## config.mk

```make
export PLATFORM = sky130hd
export DESIGN_NAME = joystick_to_control_packet
export DESIGN_NICKNAME = d
export VERILOG_FILES = /design/src/rtl/jcp_pkg.sv /design/src/rtl/joystick_to_control_packet.sv
export SDC_FILE = /design/constraint.sdc
export NUM_CORES = 1
export LEC_CHECK = 0
export ABC_CLOCK_PERIOD_IN_PS = 15320
export BUFFER_PORTS_ARGS = -buffer_cell sky130_fd_sc_hd__buf_2
export CELL_PAD_IN_SITES_DETAIL_PLACEMENT = 1
export CELL_PAD_IN_SITES_GLOBAL_PLACEMENT = 1
export CORE_MARGIN = 1.5
export CORE_UTILIZATION = 25
export CTS_BUF_LIST = sky130_fd_sc_hd__clkbuf_16
export DETAILED_ROUTE_END_ITERATION = 8
export PLACE_DENSITY = 0.46
export RECOVER_POWER = 100
export SYNTH_ARGS = -nofsm -noshare
export SYNTH_HDL_FRONTEND = slang
export SYNTH_SLANG_ARGS = --single-unit
export TNS_END_PERCENT = 30
```

## constraint.sdc

```tcl
create_clock -name clk_i -period 15.32 [get_ports clk_i]
set_clock_uncertainty 0.05 [all_clocks]
set_input_delay 1.532 -clock clk_i [delete_from_list [all_inputs] [get_ports clk_i]]
set_output_delay 1.532 -clock clk_i [all_outputs]
set_load 0.02 [all_outputs]
```

## src/rtl/jcp_pkg.sv

```systemverilog
// jcp_pkg: constants, register map and crc helper for the joystick packet block
`default_nettype none

package jcp_pkg;

  // converter sample width and the half scale used as full deflection
  localparam int AdcBits   = 12;
  localparam int HalfScale = ((1 << AdcBits) - 1) / 2;

  // stream and register port widths
  localparam int InWidth   = 24;
  localparam int OutWidth  = 48;
  localparam int AddrWidth = 5;

  // arithmetic constants
  localparam logic [16:0] QOne      = 17'h10000;
  localparam logic [16:0] PctScale  = 17'd100;
  localparam logic [33:0] RoundHalf = 34'h0_0000_8000;

  // crc16 ccitt, msb first
  localparam logic [15:0] CrcInit = 16'hFFFF;
  localparam logic [15:0] CrcPoly = 16'h1021;

  // register reset values
  localparam logic [11:0] CenterReset   = 12'd2048;
  localparam logic [10:0] DeadBandReset = 11'd180;

  // register indexes (byte address is 4 * index)
  typedef enum logic [2:0] {
    RegCenterX     = 3'd0,
    RegCenterY     = 3'd1,
    RegDeadBand    = 3'd2,
    RegInvertSpeed = 3'd3,
    RegInvertSteer = 3'd4,
    RegCurveOn     = 3'd5
  } reg_idx_e;

  // one byte of crc, eight shift steps
  function automatic logic [15:0] crc_byte(input logic [15:0] crc, input logic [7:0] b);
    logic [15:0] c;
    c = crc ^ {b, 8'h00};
    for (int i = 0; i < 8; i++) begin
      c = c[15] ? ({c[14:0], 1'b0} ^ CrcPoly) : {c[14:0], 1'b0};
    end
    return c;
  endfunction

endpackage

`default_nettype wire

```

## src/rtl/joystick_to_control_packet.sv

```systemverilog
// joystick_to_control_packet: joystick samples to percent commands and a crc-protected packet
//
// Use: one word on the input stream carries raw_x in bits 11:0 and raw_y in bits 23:12.
// For each accepted word one word leaves on the output stream: speed_cmd, steer_cmd,
// flag_bits, sequence_res and check_word, packed from the low bits up.
// Both axes run one after the other through one shared subtractor (16 divide steps,
// then 16 square root steps) and one shared 17x17 multiplier, then six crc byte steps.
// Latency from the accepting edge to output valid is shortest when both axes sit in the
// dead band and longest when both axes need divide and curve; a new word is taken
// in the cycle after the result is loaded. The sequencer is the limit: the divide and
// square root loops take one bit per cycle.
// The input is not ready while an item is at work. The result sits in an output
// register, so the next word is accepted and processed while the receiver stalls;
// only the final load waits for the output register to free up.
// Reset clears the sequence number to zero and loads the register defaults
// (centers 2048, dead band 180, no inversion, curve on); no clearing pass is needed.
// Registers are written over apb; the user writes only while the block is idle (not enforced).
`default_nettype none

module joystick_to_control_packet (
  input  wire logic                          clk_i,
  input  wire logic                          rst_ni,
  // input stream, tdata: raw_x[11:0], raw_y[23:12]
  input  wire logic                          s_axis_tvalid_i,
  output logic                               s_axis_tready_o,
  input  wire logic [jcp_pkg::InWidth-1:0]   s_axis_tdata_i,
  // output stream, tdata: speed_cmd[7:0], steer_cmd[15:8], flag_bits[18:16],
  // sequence_res[26:19], check_word[42:27], zero fill[47:43]
  output logic                               m_axis_tvalid_o,
  input  wire logic                          m_axis_tready_i,
  output logic [jcp_pkg::OutWidth-1:0]       m_axis_tdata_o,
  // apb register port
  input  wire logic                          psel,
  input  wire logic                          penable,
  input  wire logic                          pwrite,
  input  wire logic [jcp_pkg::AddrWidth-1:0] paddr,
  input  wire logic [31:0]                   pwdata,
  output logic [31:0]                        prdata,
  output logic                               pready
);

  import jcp_pkg::*;

  typedef enum logic [9:0] {
    StIdle = 10'b00_0000_0001,
    StPrep = 10'b00_0000_0010,
    StDiv  = 10'b00_0000_0100,
    StXChk = 10'b00_0000_1000,
    StSqrt = 10'b00_0001_0000,
    StMulY = 10'b00_0010_0000,
    StMulP = 10'b00_0100_0000,
    StFin  = 10'b00_1000_0000,
    StCrc  = 10'b01_0000_0000,
    StDone = 10'b10_0000_0000
  } state_e;

  // configuration registers
  logic [11:0] center_x_q, center_y_q;
  logic [10:0] dead_band_q;
  logic        invert_speed_q, invert_steer_q, curve_on_q;

  // sequencer and datapath registers
  state_e      state_q, state_d;
  logic        axis_q, axis_d;
  logic        neg_q, neg_d;
  logic [19:0] rem_q, rem_d;
  logic [16:0] x_q, x_d;
  logic [15:0] root_q, root_d;
  logic [15:0] vsh_q, vsh_d;
  logic [3:0]  cnt_q, cnt_d;
  logic [6:0]  p_q, p_d;
  logic [11:0] raw_x_q, raw_x_d, raw_y_q, raw_y_d;
  logic [7:0]  speed_q, speed_d, steer_q, steer_d;
  logic [15:0] crc_q, crc_d;
  logic [7:0]  seq_q, seq_d;
  logic        out_vld_q, out_vld_d;
  logic [OutWidth-1:0] out_data_q, out_data_d;

  // combinational helpers
  logic [11:0] raw_sel, ctr_sel, mag, span;
  logic [12:0] diff13;
  logic        in_dead, sat, neg_eff, load_out;
  logic [19:0] sub_a, sub_b;
  logic [20:0] sub_diff;
  logic        sub_ge;
  logic [16:0] mul_b;
  logic [33:0] mul_p, rnd;
  logic [7:0]  pct_val, crc_in;
  logic [2:0]  flags;
  logic        wr_en;

  // apb register file
  assign pready = 1'b1;
  assign wr_en  = psel & penable & pwrite;

  always_ff @(posedge clk_i or negedge rst_ni) begin
    if (!rst_ni) begin
      center_x_q     <= CenterReset;
      center_y_q     <= CenterReset;
      dead_band_q    <= DeadBandReset;
      invert_speed_q <= 1'b0;
      invert_steer_q <= 1'b0;
      curve_on_q     <= 1'b1;
    end else if (wr_en) begin
      unique case (paddr[4:2])
        RegCenterX:     center_x_q     <= pwdata[11:0];
        RegCenterY:     center_y_q     <= pwdata[11:0];
        RegDeadBand:    dead_band_q    <= pwdata[10:0];
        RegInvertSpeed: invert_speed_q <= pwdata[0];
        RegInvertSteer: invert_steer_q <= pwdata[0];
        RegCurveOn:     curve_on_q     <= pwdata[0];
        default: ;
      endcase
    end
  end

  // register read mux
  always_comb begin
    unique case (paddr[4:2])
      RegCenterX:     prdata = {20'd0, center_x_q};
      RegCenterY:     prdata = {20'd0, center_y_q};
      RegDeadBand:    prdata = {21'd0, dead_band_q};
      RegInvertSpeed: prdata = {31'd0, invert_speed_q};
      RegInvertSteer: prdata = {31'd0, invert_steer_q};
      RegCurveOn:     prdata = {31'd0, curve_on_q};
      default:        prdata = 32'd0;
    endcase
  end

  // axis offset, dead band and saturation checks
  assign raw_sel = axis_q ? raw_y_q : raw_x_q;
  assign ctr_sel = axis_q ? center_y_q : center_x_q;
  assign diff13  = {1'b0, raw_sel} - {1'b0, ctr_sel};
  assign mag     = diff13[12] ? 12'(13'(-diff13)) : diff13[11:0];
  assign span    = 12'(HalfScale) - {1'b0, dead_band_q};
  assign in_dead = mag <= {1'b0, dead_band_q};
  assign sat     = (span == 12'd0) || (mag >= span);

  // shared compare and subtract unit: divide step or square root step
  assign sub_a    = (state_q == StSqrt) ? {rem_q[17:0], vsh_q[15:14]} : {rem_q[18:0], 1'b0};
  assign sub_b    = (state_q == StSqrt) ? {2'b00, root_q, 2'b01} : {8'd0, span};
  assign sub_diff = {1'b0, sub_a} - {1'b0, sub_b};
  assign sub_ge   = ~sub_diff[20];

  // shared multiplier: curve product or percent scale
  assign mul_b = (state_q == StMulP) ? PctScale : {1'b0, root_q};
  assign mul_p = x_q * mul_b;
  assign rnd   = mul_p + RoundHalf;

  // sign restore: speed takes the negated x sign
  assign neg_eff = axis_q ? (neg_q ^ invert_steer_q) : (~neg_q ^ invert_speed_q);
  assign pct_val = neg_eff ? 8'(-{1'b0, p_q}) : {1'b0, p_q};

  // packet bytes in crc order
  assign flags = {curve_on_q, invert_steer_q, invert_speed_q};
  always_comb begin
    case (cnt_q[2:0])
      3'd0:    crc_in = speed_q;
      3'd1:    crc_in = {8{speed_q[7]}};
      3'd2:    crc_in = steer_q;
      3'd3:    crc_in = {8{steer_q[7]}};
      3'd4:    crc_in = {5'd0, flags};
      3'd5:    crc_in = seq_q;
      default: crc_in = 8'h00;
    endcase
  end

  assign load_out = (state_q == StDone) && (!out_vld_q || m_axis_tready_i);

  // sequencer
  always_comb begin
    state_d    = state_q;
    axis_d     = axis_q;
    neg_d      = neg_q;
    rem_d      = rem_q;
    x_d        = x_q;
    root_d     = root_q;
    vsh_d      = vsh_q;
    cnt_d      = cnt_q;
    p_d        = p_q;
    raw_x_d    = raw_x_q;
    raw_y_d    = raw_y_q;
    speed_d    = speed_q;
    steer_d    = steer_q;
    crc_d      = crc_q;
    seq_d      = seq_q;
    out_vld_d  = out_vld_q;
    out_data_d = out_data_q;

    if (out_vld_q && m_axis_tready_i) begin
      out_vld_d = 1'b0;
    end

    unique case (state_q)
      StIdle: begin
        if (s_axis_tvalid_i) begin
          raw_x_d = s_axis_tdata_i[11:0];
          raw_y_d = s_axis_tdata_i[23:12];
          axis_d  = 1'b0;
          state_d = StPrep;
        end
      end
      StPrep: begin
        neg_d = diff13[12];
        rem_d = {8'd0, mag};
        cnt_d = 4'd0;
        x_d   = 17'd0;
        if (in_dead) begin
          p_d     = 7'd0;
          state_d = StFin;
        end else if (sat) begin
          x_d     = QOne;
          state_d = StXChk;
        end else begin
          state_d = StDiv;
        end
      end
      // one quotient bit per cycle
      StDiv: begin
        rem_d = sub_ge ? sub_diff[19:0] : sub_a;
        x_d   = {x_q[15:0], sub_ge};
        cnt_d = cnt_q + 4'd1;
        if (cnt_q == 4'd15) begin
          state_d = StXChk;
        end
      end
      // curve needed unless off or at full scale
      StXChk: begin
        rem_d  = 20'd0;
        root_d = 16'd0;
        vsh_d  = x_q[15:0];
        cnt_d  = 4'd0;
        state_d = (curve_on_q && (x_q != QOne)) ? StSqrt : StMulP;
      end
      // one root bit per cycle
      StSqrt: begin
        rem_d  = sub_ge ? sub_diff[19:0] : sub_a;
        root_d = {root_q[14:0], sub_ge};
        vsh_d  = {vsh_q[13:0], 2'b00};
        cnt_d  = cnt_q + 4'd1;
        if (cnt_q == 4'd15) begin
          state_d = StMulY;
        end
      end
      StMulY: begin
        x_d     = mul_p[32:16];
        state_d = StMulP;
      end
      StMulP: begin
        p_d     = rnd[22:16];
        state_d = StFin;
      end
      StFin: begin
        if (axis_q) begin
          steer_d = pct_val;
          crc_d   = CrcInit;
          cnt_d   = 4'd0;
          state_d = StCrc;
        end else begin
          speed_d = pct_val;
          axis_d  = 1'b1;
          state_d = StPrep;
        end
      end
      // one packet byte per cycle
      StCrc: begin
        crc_d = crc_byte(crc_q, crc_in);
        cnt_d = cnt_q + 4'd1;
        if (cnt_q == 4'd5) begin
          state_d = StDone;
        end
      end
      StDone: begin
        if (load_out) begin
          out_data_d = {5'd0, crc_q, seq_q, flags, steer_q, speed_q};
          out_vld_d  = 1'b1;
          seq_d      = seq_q + 8'd1;
          state_d    = StIdle;
        end
      end
      default: state_d = StIdle;
    endcase
  end

  // control state
  always_ff @(posedge clk_i or negedge rst_ni) begin
    if (!rst_ni) begin
      state_q   <= StIdle;
      seq_q     <= 8'd0;
      out_vld_q <= 1'b0;
      axis_q    <= 1'b0;
      cnt_q     <= 4'd0;
    end else begin
      state_q   <= state_d;
      seq_q     <= seq_d;
      out_vld_q <= out_vld_d;
      axis_q    <= axis_d;
      cnt_q     <= cnt_d;
    end
  end

  // datapath registers
  always_ff @(posedge clk_i) begin
    neg_q      <= neg_d;
    rem_q      <= rem_d;
    x_q        <= x_d;
    root_q     <= root_d;
    vsh_q      <= vsh_d;
    p_q        <= p_d;
    raw_x_q    <= raw_x_d;
    raw_y_q    <= raw_y_d;
    speed_q    <= speed_d;
    steer_q    <= steer_d;
    crc_q      <= crc_d;
    out_data_q <= out_data_d;
  end

  assign s_axis_tready_o = (state_q == StIdle);
  assign m_axis_tvalid_o = out_vld_q;
  assign m_axis_tdata_o  = out_data_q;

  // sequence number advances by one on each packet load
  a_seq_step: assert property (@(posedge clk_i) disable iff (!rst_ni)
    load_out |=> (seq_q == 8'($past(seq_q) + 8'd1)))
    else $error("sequence number did not advance on load");

  // percent magnitude never exceeds full scale
  a_pct_range: assert property (@(posedge clk_i) disable iff (!rst_ni)
    (state_q == StFin) |-> (p_q <= 7'd100))
    else $error("percent magnitude out of range");

  // an accepted word starts the x axis
  a_accept_start: assert property (@(posedge clk_i) disable iff (!rst_ni)
    (s_axis_tvalid_i && s_axis_tready_o) |=> ((state_q == StPrep) && !axis_q))
    else $error("accepted word did not start the x axis");

  // a loaded packet is not overwritten before it is taken
  a_no_overwrite: assert property (@(posedge clk_i) disable iff (!rst_ni)
    (m_axis_tvalid_o && !m_axis_tready_i) |=> m_axis_tvalid_o)
    else $error("pending packet dropped");

endmodule

`default_nettype wire
```

==> results by group <==
Floorplanning
  – Starting Density: 25.3%
  – Ports: between 150 and 200
  – Core region area: just under 90000 um^2
  – Die Area: about 89000 um^2
  – Die extent in y: about 300 um
  – Die X: 299 um
  – FP Rows: approximately 110

Worst setup path
  – WP data arrival: about 12 ns
  – Element type at the critical path end: flop
  – Reg2Reg Setup Slack: 3.47 ns
  – FF-to-FF End: p_q[6]$_SDFFCE_PN0P_
  – CP Class: flop to flop
  – Origin of the worst setup path: state_q[0]$_DFFE_PN1P_
  – R2R depth: 27
  – Critical Path Start Type: flop
  – Worst Path Max Fanout: 65
  – Most frequent CP cell: fa_1
  – Reg2reg start: state_q[0]$_DFFE_PN1P_
  – Buf/Inv on CP: 7
  – Instance count on the critical path: 27
  – Critical Path RT: between 15 and 20 ns
  – Slowest cell on crit path: clkbuf_1
  – Top delay family on crit path: simple AND/OR/NAND/NOR gates
  – Crit-path max cell delay: roughly 1.9 ns

Clocking
  – Total clock sinks: between 200 and 250
  – Clock Latency Late Sink: 0.57 ns
  – Post-cts resize count: 0
  – Hold buffers post-CTS: 0
  – Max H-tree Level: 1
  – Setup repair bufs after CTS: 0
  – Clock transition at path regs: around 0.060 ns
  – CTS tree: done
  – Root buffer cell: clkbuf_16
  – Clk buf depth: 3
  – Num CTS Buffers: 28

Synth
  – Dominant cell type by area after synthesis: edfxtp_1
  – Synth Instances: 2255
  – Post-synth ARST share: 26.2%
  – Synthesized flop and latch total: 237
  – Netlist cell types: between 70 and 80
  – Ys flop type: edfxtp_1
  – Top cell type's share of synthesized area: a little under a quarter
  – Mapped cell area: approximately 22000 um^2
  – Mean Syn Cell Area: around 9.7 um^2
  – Yosys warning count: 0
  – Largest cells by area after synthesis: edfxtp_1 (24%), fa_1 (19%), ha_1 (9.4%)
  – Seq/Total Area, Yosys: a little under a third
  – Post-synth EDFFs: about 180

Placement
  – Detail Placement HPWL: 51000 um
  – Dpl cell area: 23700 um^2
  – Placed insts: between 3000 and 4000
  – Placer Congestion: between 0.7 and 0.8
  – Port Buffer Count: between 100 and 150

Route
  – DRC viols: 0
  – DR WL/cell: 18.9 um
  – DRT iter0 DRCs: around 630
  – First-pass DRT Iterations: 4
  – Vias/cell: about 4.6
  – Final ANT Viol Nets: 0
  – Via Count: around 16000
  – Routed wire length: 66200 um

Timing
  – Fmax: 84.4 MHz
  – Crit path time final: around 12 ns
  – Final hold viol count: 0
  – Max-slew violations: 348
  – Slew headroom: -152%
  – Min Hold Slack: roughly 0.40 ns
  – Worst-margin pin slew: between 3 and 4 ns
  – Period utilisation layout: between 70 and 80%
  – Setup-failing EPs final: 0
  – RSZ-0062 raised after global routing: no
  – Setup TNS: 0 ns

Cells and area
  – Final net count: ~2800
  – Layout cells sized above 1: between 7 and 8%
  – Finished Layout Cells: approximately 3500
  – Area Growth Syn to Fin: 11.3%
  – Finished Cell Area: between 20000 and 25000 um^2

Job
  – Max Cap Viol: 9

GRT
  – Global route overflow: 0
  – First-pass GRT wire length: around 110000 um
  – Initial antenna violation count: 1
  – Largest net degree at the start of global routing: 66
  – Total track usage: 15.0%
  – Vias in the first global route: ~18000

Hold path
  – Hold path depth: 0
  – Hold Path Class: flop to flop
  – Sink of the worst hold path: m_axis_tdata_o[1]$_DFFE_PP_
  – Worst hold path startpoint: speed_q[1]$_DFFE_PP_

Outcome
  – Failing checks: capacitance limit, slew limit
  – Status: finished with violations
## layer usage
metal / wire length, um / track usage, % / up-vias
li1: - / - / 7565
met1: 30600 / 20.3 / 8292
met2: 33300 / 26.4 / 158
met3: 1300 / 1.25 / 67
met4: 965 / 2.31 / 0
met5: 0 / 0 / -
## worst reg2reg max path: stages, from the launching register on
cell,delay (ns)
dfstp_2,0.56
nor4_1,0.06
clkbuf_1,0.23
nand4_1,1.39
clkbuf_1,1.93
and2_0,1.11
nand2_1,0.20
fa_1,0.55
inv_1,0.05
fa_1,0.51
inv_1,0.05
fa_1,0.47
inv_1,0.05
fa_1,0.50
fa_1,0.58
inv_1,0.07
fa_1,0.55
inv_1,0.05
ha_1,0.30
nand2_1,0.07
o21ai_0,0.22
nor2_1,0.13
a21oi_2,0.22
o221ai_1,0.21
xnor2_1,0.57
nand3_2,0.18
or4_1,0.49
a21oi_1,0.25
## final cells by class
type,count,area (um^2)
Tap cell,1155,1450
Inverter,296,1110
Clock inverter,23,175
Timing Repair Buffer,143,692
Fill cell,10043,62400
Multi-Input combinational cell,1612,13400
Sequential cell,237,6820
Antenna cell,2,5.00
Clock buffer,29,726
## placed cells by master, fill, tap and decap left out, types with 47 or more instances in the layout
master      n
xnor2_1    56
edfxtp_1  175
dfrtp_1    54
ha_1      165
and3_1     94
and2_1     47
o21ai_0    87
nor2_1     90
a21oi_1    90
nand2_1   345
inv_1     301
clkbuf_1   73
fa_1      209
## cells by family after synthesis
group           synth area share [%]
simple gates                    16.3
buf+inv                         7.87
fa+ha+maj                       28.5
compound gates                  8.74
flops                           31.1
xor+xnor                        3.84
mux                             3.58
other cells                   0.0343
## through the flow
| stage | utilization, % | setup slack (ns) |
|---|---|---|
| after floorplan | - | 7.92 |
| after global placement | 27.3 | 6.07 |
| after detailed placement | 27.3 | 5.82 |
| after CTS | 28.3 | 5.90 |
| after global routing | 28.1 | 2.72 |
| final | 28.1 | 3.47 |
## registers in the layout, summed over array words and instances, names as in the netlist, 4 cells and up
register and flops:
speed_q 8, state_q 10, cnt_q 4, center_x_q 12, root_q 16, m_axis_tdata_o 43, steer_q 8, raw_x_q 12
p_q 7, center_y_q 12, raw_y_q 12, x_q 17, crc_q 16, rem_q 19, vsh_q 16, dead_band_q 11
seq_q 8
## Yosys cell counts, types with 8 or more instances
library cell / number
nand2_1: 345
inv_1: 295
fa_1: 209
edfxtp_1: 175
ha_1: 165
clkbuf_1: 96
and3_1: 94
a21oi_1: 90
nor2_1: 90
o21ai_0: 86
and2_1: 63
xnor2_1: 56
dfrtp_1: 54
mux2_2: 43
xor2_1: 40
nand3_1: 33
mux2i_1: 30
buf_4: 29
a21o_1: 24
nor3_1: 23
nand2b_1: 19
nand4_1: 17
nor2b_1: 11
o211ai_1: 11
nand3b_1: 9
o21a_1: 9
a31oi_1: 8
dfstp_2: 8
nor4_1: 8
## worst max-delay path by stage
stage                           end  slack [ns]
2_1_floorplan  p_q[6]$_SDFFCE_PN0P_        7.92
3_3_place_gp   p_q[6]$_SDFFCE_PN0P_        6.07
5_1_grt        p_q[6]$_SDFFCE_PN0P_        2.72
3_5_place_dp   p_q[6]$_SDFFCE_PN0P_        5.82
4_1_cts        p_q[6]$_SDFFCE_PN0P_        5.90
6_report       p_q[6]$_SDFFCE_PN0P_        3.47
Power is not shown: default switching activity piles up to over one toggle a cycle in this logic, so the estimate is an artifact.
